File: src/sv/nsr_pkg.sv
// Package with the widths, register indexes, types and constants of the Newton square root block.
package nsr_pkg;

    localparam int DATA_WIDTH = 32;
    localparam int FRAC_BITS  = 16;
    localparam int T_W        = DATA_WIDTH + FRAC_BITS;
    localparam int S_W        = 2 * DATA_WIDTH;
    localparam int SHIFT_W    = 5;
    localparam int LIMIT_W    = 6;
    localparam int CFG_DATA_W = 6;
    localparam int DIV_STEPS  = T_W;
    localparam int DIV_CNT_W  = $clog2(DIV_STEPS);
    localparam int M_USED_W   = DATA_WIDTH + LIMIT_W + 1;
    localparam int M_TDATA_W  = ((M_USED_W + 7) / 8) * 8;
    localparam int M_PAD_W    = M_TDATA_W - M_USED_W;

    localparam logic [SHIFT_W-1:0] TOL_SHIFT_RESET = SHIFT_W'(20);
    localparam logic [LIMIT_W-1:0] ITER_LIMIT_RESET = LIMIT_W'(40);

    typedef enum logic [0:0] {
        CFG_TOLERANCE_SHIFT = 1'b0,
        CFG_ITERATION_LIMIT = 1'b1
    } nsr_cfg_index_t;

    typedef struct packed {
        logic load;
        logic square;
        logic diff;
        logic div_start;
        logic update;
        logic set_conv;
        logic out_load;
    } nsr_cmd_t;

    typedef struct packed {
        logic in_zero;
        logic close;
        logic limit_hit;
        logic div_done;
        logic no_change;
        logic out_busy;
    } nsr_status_t;

    typedef enum logic [6:0] {
        ST_IDLE   = 7'b0000001,
        ST_SQUARE = 7'b0000010,
        ST_DIFF   = 7'b0000100,
        ST_CHECK  = 7'b0001000,
        ST_DIVIDE = 7'b0010000,
        ST_UPDATE = 7'b0100000,
        ST_FINISH = 7'b1000000
    } nsr_state_t;

endpackage

File: src/sv/nsr_divider.sv
// Bit-serial restoring divider that forms a saturated quotient one bit per cycle.
module nsr_divider
(
    input  logic                         clk,
    input  logic                         rst_n,
    input  logic                         start,
    input  logic [nsr_pkg::T_W-1:0]        dividend,
    input  logic [nsr_pkg::DATA_WIDTH-1:0] divisor,
    output logic [nsr_pkg::DATA_WIDTH-1:0] quotient,
    output logic                         done
);
    import nsr_pkg::*;

    logic                  busy_reg;
    logic                  done_reg;
    logic [DIV_CNT_W-1:0]  cnt_reg;
    logic [T_W-1:0]        n_reg;
    logic [T_W-1:0]        q_reg;
    logic [DATA_WIDTH-1:0] rem_reg;
    logic [DATA_WIDTH-1:0] d_reg;
    logic [DATA_WIDTH:0]   trial;
    logic                  fits;

    assign trial = {rem_reg, n_reg[T_W-1]};
    assign fits  = trial >= {1'b0, d_reg};

    always_ff @(posedge clk or negedge rst_n)
    begin
        if (!rst_n)
        begin
            busy_reg <= 1'b0;
            done_reg <= 1'b0;
            cnt_reg  <= '0;
        end
        else
        begin
            done_reg <= 1'b0;
            if (start)
            begin
                busy_reg <= 1'b1;
                cnt_reg  <= '0;
            end
            else if (busy_reg)
            begin
                cnt_reg <= cnt_reg + 1'b1;
                if (cnt_reg == DIV_CNT_W'(DIV_STEPS - 1))
                begin
                    busy_reg <= 1'b0;
                    done_reg <= 1'b1;
                end
            end
        end
    end

    always_ff @(posedge clk)
    begin
        if (start)
        begin
            n_reg   <= dividend;
            d_reg   <= divisor;
            rem_reg <= '0;
            q_reg   <= '0;
        end
        else if (busy_reg)
        begin
            n_reg <= {n_reg[T_W-2:0], 1'b0};
            q_reg <= {q_reg[T_W-2:0], fits};
            if (fits)
            begin
                rem_reg <= DATA_WIDTH'(trial - {1'b0, d_reg});
            end
            else
            begin
                rem_reg <= trial[DATA_WIDTH-1:0];
            end
        end
    end

    assign quotient = (|q_reg[T_W-1:DATA_WIDTH]) ? {DATA_WIDTH{1'b1}} : q_reg[DATA_WIDTH-1:0];
    assign done     = done_reg;

endmodule

File: src/sv/nsr_datapath.sv
// Datapath with the guess, the squaring, the tolerance test, the divider and the output register.
module nsr_datapath
(
    input  logic                         clk,
    input  logic                         rst_n,
    input  nsr_pkg::nsr_cmd_t              cmd,
    output nsr_pkg::nsr_status_t           status,
    input  logic [nsr_pkg::DATA_WIDTH-1:0] x_value,
    input  logic [nsr_pkg::SHIFT_W-1:0]    tolerance_shift,
    input  logic [nsr_pkg::LIMIT_W-1:0]    iteration_limit,
    input  logic                         out_ready,
    output logic                         out_valid,
    output logic [nsr_pkg::M_TDATA_W-1:0]  out_data
);
    import nsr_pkg::*;

    logic [DATA_WIDTH-1:0] g_reg;
    logic [T_W-1:0]        t_reg;
    logic [S_W-1:0]        s_reg;
    logic [S_W-1:0]        d_reg;
    logic [S_W-1:0]        ts_reg;
    logic [S_W-1:0]        ss_reg;
    logic [LIMIT_W-1:0]    steps_reg;
    logic                  conv_reg;
    logic                  out_valid_reg;
    logic [DATA_WIDTH-1:0] out_root_reg;
    logic [LIMIT_W-1:0]    out_steps_reg;
    logic                  out_conv_reg;
    logic [S_W-1:0]        t_wide;
    logic [DATA_WIDTH-1:0] q;
    logic                  q_done;
    logic [DATA_WIDTH:0]   sum;
    logic [DATA_WIDTH-1:0] ng;

    nsr_divider u_divider
    (
        .clk      (clk),
        .rst_n    (rst_n),
        .start    (cmd.div_start),
        .dividend (t_reg),
        .divisor  (g_reg),
        .quotient (q),
        .done     (q_done)
    );

    assign t_wide = {{(S_W - T_W){1'b0}}, t_reg};
    assign sum    = {1'b0, g_reg} + {1'b0, q};
    assign ng     = sum[DATA_WIDTH:1];

    always_ff @(posedge clk)
    begin
        if (cmd.load)
        begin
            g_reg <= x_value;
            t_reg <= {x_value, {FRAC_BITS{1'b0}}};
        end
        else if (cmd.update)
        begin
            g_reg <= ng;
        end
        if (cmd.square)
        begin
            s_reg <= S_W'(g_reg) * S_W'(g_reg);
        end
        if (cmd.diff)
        begin
            d_reg  <= (s_reg >= t_wide) ? (s_reg - t_wide) : (t_wide - s_reg);
            ts_reg <= t_wide >> tolerance_shift;
            ss_reg <= s_reg >> tolerance_shift;
        end
        if (cmd.out_load)
        begin
            out_root_reg  <= g_reg;
            out_steps_reg <= steps_reg;
            out_conv_reg  <= conv_reg;
        end
    end

    always_ff @(posedge clk or negedge rst_n)
    begin
        if (!rst_n)
        begin
            steps_reg     <= '0;
            conv_reg      <= 1'b0;
            out_valid_reg <= 1'b0;
        end
        else
        begin
            if (cmd.load)
            begin
                steps_reg <= '0;
                conv_reg  <= (x_value == '0);
            end
            else
            begin
                if (cmd.update)
                begin
                    steps_reg <= steps_reg + 1'b1;
                end
                if (cmd.set_conv)
                begin
                    conv_reg <= 1'b1;
                end
            end
            if (cmd.out_load)
            begin
                out_valid_reg <= 1'b1;
            end
            else if (out_ready)
            begin
                out_valid_reg <= 1'b0;
            end
        end
    end

    assign status.in_zero   = (x_value == '0);
    assign status.close     = (d_reg <= ts_reg) && (d_reg <= ss_reg);
    assign status.limit_hit = (steps_reg >= iteration_limit);
    assign status.div_done  = q_done;
    assign status.no_change = (ng == g_reg);
    assign status.out_busy  = out_valid_reg && !out_ready;

    assign out_valid = out_valid_reg;
    assign out_data  = {{M_PAD_W{1'b0}}, out_conv_reg, out_steps_reg, out_root_reg};

endmodule

File: src/sv/nsr_controller.sv
// Controller state machine that sequences the Newton steps of one operand.
module nsr_controller
(
    input  logic                 clk,
    input  logic                 rst_n,
    input  logic                 in_valid,
    output logic                 in_ready,
    input  nsr_pkg::nsr_status_t status,
    output nsr_pkg::nsr_cmd_t    cmd
);
    import nsr_pkg::*;

    nsr_state_t state_reg;
    nsr_state_t state_next;
    logic       accept;

    assign in_ready = (state_reg == ST_IDLE);
    assign accept   = in_valid && in_ready;

    always_ff @(posedge clk or negedge rst_n)
    begin
        if (!rst_n)
        begin
            state_reg <= ST_IDLE;
        end
        else
        begin
            state_reg <= state_next;
        end
    end

    always_comb
    begin
        state_next = state_reg;
        cmd        = '0;
        unique case (state_reg)
            ST_IDLE:
            begin
                if (accept)
                begin
                    cmd.load   = 1'b1;
                    state_next = status.in_zero ? ST_FINISH : ST_SQUARE;
                end
            end
            ST_SQUARE:
            begin
                cmd.square = 1'b1;
                state_next = ST_DIFF;
            end
            ST_DIFF:
            begin
                cmd.diff   = 1'b1;
                state_next = ST_CHECK;
            end
            ST_CHECK:
            begin
                priority if (status.close)
                begin
                    cmd.set_conv = 1'b1;
                    state_next   = ST_FINISH;
                end
                else if (status.limit_hit)
                begin
                    state_next = ST_FINISH;
                end
                else
                begin
                    cmd.div_start = 1'b1;
                    state_next    = ST_DIVIDE;
                end
            end
            ST_DIVIDE:
            begin
                if (status.div_done)
                begin
                    state_next = ST_UPDATE;
                end
            end
            ST_UPDATE:
            begin
                cmd.update = 1'b1;
                if (status.no_change)
                begin
                    cmd.set_conv = 1'b1;
                    state_next   = ST_FINISH;
                end
                else
                begin
                    state_next = ST_SQUARE;
                end
            end
            ST_FINISH:
            begin
                if (!status.out_busy)
                begin
                    cmd.out_load = 1'b1;
                    state_next   = ST_IDLE;
                end
            end
            default:
            begin
                state_next = ST_IDLE;
            end
        endcase
    end

endmodule

File: src/sv/newton_square_root_top.sv
// Top level of the Newton square root block with its configuration registers.
// The block takes one unsigned Q16.16 word and returns its square root in Q16.16,
// the number of Newton steps made and a converged flag; it works on one word at a
// time and takes the next word while a finished result still waits at the output.
// A zero operand goes from the idle state straight to the finish state. Any other
// operand runs Newton steps, each a squaring, a tolerance test, a pass through the
// bit-serial divider, one quotient bit per cycle, and an update; the iteration
// limit bounds the number of steps.
module newton_square_root_top
(
    input  logic                         clk,
    input  logic                         rst_n,
    input  logic                         s_tvalid,
    output logic                         s_tready,
    input  logic [nsr_pkg::DATA_WIDTH-1:0] s_tdata,  // x_value
    output logic                         m_tvalid,
    input  logic                         m_tready,
    output logic [nsr_pkg::M_TDATA_W-1:0]  m_tdata,  // root, steps_taken, converged, zero fill
    input  logic                         cfg_valid,
    output logic                         cfg_ready,
    input  nsr_pkg::nsr_cfg_index_t        cfg_index,
    input  logic [nsr_pkg::CFG_DATA_W-1:0] cfg_data
);
    import nsr_pkg::*;

    logic [SHIFT_W-1:0] tol_shift_reg;
    logic [LIMIT_W-1:0] iter_limit_reg;
    nsr_cmd_t           cmd;
    nsr_status_t        status;

    assign cfg_ready = 1'b1;

    always_ff @(posedge clk or negedge rst_n)
    begin
        if (!rst_n)
        begin
            tol_shift_reg  <= TOL_SHIFT_RESET;
            iter_limit_reg <= ITER_LIMIT_RESET;
        end
        else if (cfg_valid && cfg_ready)
        begin
            unique case (cfg_index)
                CFG_TOLERANCE_SHIFT: tol_shift_reg  <= cfg_data[SHIFT_W-1:0];
                CFG_ITERATION_LIMIT: iter_limit_reg <= cfg_data[LIMIT_W-1:0];
                default:             tol_shift_reg  <= tol_shift_reg;
            endcase
        end
    end

    nsr_controller u_controller
    (
        .clk      (clk),
        .rst_n    (rst_n),
        .in_valid (s_tvalid),
        .in_ready (s_tready),
        .status   (status),
        .cmd      (cmd)
    );

    nsr_datapath u_datapath
    (
        .clk             (clk),
        .rst_n           (rst_n),
        .cmd             (cmd),
        .status          (status),
        .x_value         (s_tdata),
        .tolerance_shift (tol_shift_reg),
        .iteration_limit (iter_limit_reg),
        .out_ready       (m_tready),
        .out_valid       (m_tvalid),
        .out_data        (m_tdata)
    );

endmodule

File: config.mk
export PLATFORM = sky130hd
export DESIGN_NAME = newton_square_root_top
export DESIGN_NICKNAME = d
export VERILOG_FILES = /design/src/sv/nsr_pkg.sv /design/src/sv/nsr_divider.sv /design/src/sv/nsr_datapath.sv /design/src/sv/nsr_controller.sv /design/src/sv/newton_square_root_top.sv
export SDC_FILE = /design/constraint.sdc
export NUM_CORES = 2
export LEC_CHECK = 0
export ABC_CLOCK_PERIOD_IN_PS = 11590
export BUFFER_PORTS_ARGS = -buffer_cell sky130_fd_sc_hd__buf_2
export CORE_MARGIN = 3
export CORE_UTILIZATION = 50
export CTS_CLUSTER_DIAMETER = 150
export CTS_CLUSTER_SIZE = 16
export DETAILED_ROUTE_END_ITERATION = 10
export GPL_ROUTABILITY_DRIVEN = 0
export GPL_TIMING_DRIVEN = 0
export PLACE_DENSITY = 0.78
export SETUP_SLACK_MARGIN = 0.02
export SYNTH_ARGS = -nofsm -noshare
export SYNTH_HDL_FRONTEND = slang
export SYNTH_SLANG_ARGS = --single-unit
File: constraint.sdc
create_clock -name clk -period 11.59 [get_ports clk]
set_clock_uncertainty 0.05 [all_clocks]
set_input_delay 1.7385 -clock clk [delete_from_list [all_inputs] [get_ports clk]]
set_output_delay 1.7385 -clock clk [all_outputs]
set_load 0.1 [all_outputs]
==> metrics.txt <==
critical path launch point type flop; most common library cell in the layout ignoring fill and taps inv_1; Async SR Flop Fraction 0.0654; count of input and output buffers between 80 and 90; Ports 87; final hold vios 0; share of post-route cells with drive strength above 1 0.0546; largest net degree at the start of global routing 65; mean number of vias per cell roughly 6; die area about 0.13 mm^2; CTS clock-pin slew for the worst setup and hold paths roughly 0.08 ns; most used cell, CP fa_1; Pins Over Slew Limit 0; Rel. slew slack 0.0987; Area Overhead vs Synth 6.01%; failing checks design-rule violations; initial antenna violation count 7; number of global-route vias before repair 51522; total global routing track utilization 0.305; Crit path max-delay family adder cells; Chip Width ~360 um; Layout Nets slightly above 8000; CTS tree done; Crit path arrival time between 10 and 15 ns; synth warn 0; crit path buf inv count 8; worst endpoint required time ~12 ns; Initial DRC Count 6549; routed vias 51128; number of buffers created by CTS 38; clk root buf clkbuf_16; Synth Flop Type edfxtp_1; Pre-Repair DR Iteration Count 11; Tcrit/Tclk final 0.973; Achievable Freq 88.7 MHz; MaxCap Viol Count 0; Final Core Density 0.535; Critical Path Start u_datapath.g_reg[15]; most frequent cells in the layout inv_1 (1235), fa_1 (795), nand2_1 (597), ha_1 (540), edfxtp_1 (406); Final setup viols 0; sequential fraction of the synthesis area 0.231; Critical Path Max Stage Delay between 0.8 and 0.9 ns; Hold Path Origin u_datapath.conv_reg; filler cell count approximately 11000; Routed WL per cell 24.0 um; CP Max Fanout 10; reg-to-reg startpoint u_datapath.g_reg[15]; Initial Util 0.505; Hold Crit Class reg2reg; Synth Net Count just under 8000; CTS sink count 520; Crit Path Category reg2reg; hpwl dp approximately 160 mm; remaining global-route overflow 0; Cells after Synth around 6600; die span in y 362 um; setup TNS 0 ns; EDFF count, synth 406; Post-Syn Area around 0.064 mm^2; #FFs+latches synth 520; FF-to-FF setup slack just over 0.3 ns; Clock Path Buffers 3; status complete, but fails checks; WL final 202 mm; H-tree levels 2; DRT antenna net count 0; row count 130; first-pass GRT wire length about 300 mm; RSZ-0062 raised after global routing no; CP max stage cell clkbuf_1; min cycle time layout between 10 and 15 ns; Worst-Skew Late Latency 0.62 ns; Core ar. ~0.13 mm^2; Crit. End Element flop; synth unique cells 95; number of remaining DRC errors 6; Mean Syn Cell Area 9.66 um^2; Post-CTS Hold Buffers 0; Slew @ Worst Pin about 1.3 ns
-- layout make-up --
class                      instances  area [um^2]  share of cell area
antenna                            8         20.0            0.000297
sequential                       520        14700               0.218
timing repair buffer              98          629             0.00934
clock buffer                      59         1030              0.0153
buffer                           310         1210              0.0180
multi-input combinational       4503        43000               0.639
tap                             1650         2060              0.0307
clock inverter                     4         42.5            0.000632
inverter                        1241         4660              0.0692
-- cell families (layout without fill, tap and decap cells) --
group,after synthesis,count (layout),share of synthesized area
AOI/OAI and AO/OA,986,986,0.0996
xor gates and xnor gates,243,243,0.0362
adders and majority gates,1335,1335,0.357
buffers and inverters,1551,1712,0.0923
DFF,520,520,0.231
muxes,299,299,0.0621
other,2,10,0.000118
and+or+nand+nor,1638,1638,0.122
-- metrics by stage --
stage / setup slack, ns / cells / hold WS, ns / instance area (um^2)
4_1_cts: 0.457 / 8380 / 0.405 / 67300
3_3_place_gp: 0.633 / 8308 / 0.411 / 66000
6_report: 0.310 / 8393 / 0.407 / 67400
2_1_floorplan: 3.21 / 6574 / 0.375 / 63500
3_5_place_dp: 0.518 / 8317 / 0.390 / 66200
5_1_grt: 0.0477 / 8386 / 0.427 / 67300
-- timing repair --
| item | CTS | global route |
|---|---|---|
| setup buffers | 0 | 5 |
| resized for setup | 0 | 2 |
| hold endpoints to repair | 0 | 0 |
| endpoints found under the setup margin | 0 | 1 |
-- per-layer routing --
layer / up-vias / global-route usage / routed length (um)
li1: 21784 / - / -
met1: 24500 / 0.383 / 71900
met2: 3820 / 0.452 / 84200
met3: 1022 / 0.111 / 30200
met4: 2 / 0.175 / 15500
met5: - / 0.00518 / 92
-- cells in the mapped netlist, drive strengths merged, types with 42 or more instances --
master,instances,area [um^2]
a211oi,54,405
a21o,150,1130
a21oi,304,1520
and2,243,1520
buf,45,211
clkbuf,265,995
dfxtp,80,1600
edfxtp,406,12200
fa,795,15900
ha,540,6760
inv,1238,4650
mux2,59,664
mux2i,171,1720
mux4,69,1550
nand2,597,2240
nand3,50,250
nand4,72,450
nor2,401,1510
nor3,42,215
nor4,44,282
o21ai,183,916
or2,43,272
xnor2,132,1160
xor2,99,867
-- worst paths after layout --
kind | to | cells after the start
hold reg to reg | u_datapath.out_conv_reg | 0
min in group asynchronous | u_datapath.steps_reg[4] | 1
hold / removal | u_datapath.out_conv_reg | 0
setup / recovery | u_datapath.s_reg[63] | 30
max in group asynchronous | u_datapath.u_divider.cnt_reg[1] | 1
setup reg to reg | u_datapath.s_reg[63] | 30
Power is left out: the tool's default activity adds up to more than one toggle a clock period on the data nets, which glitch-free logic cannot reach.
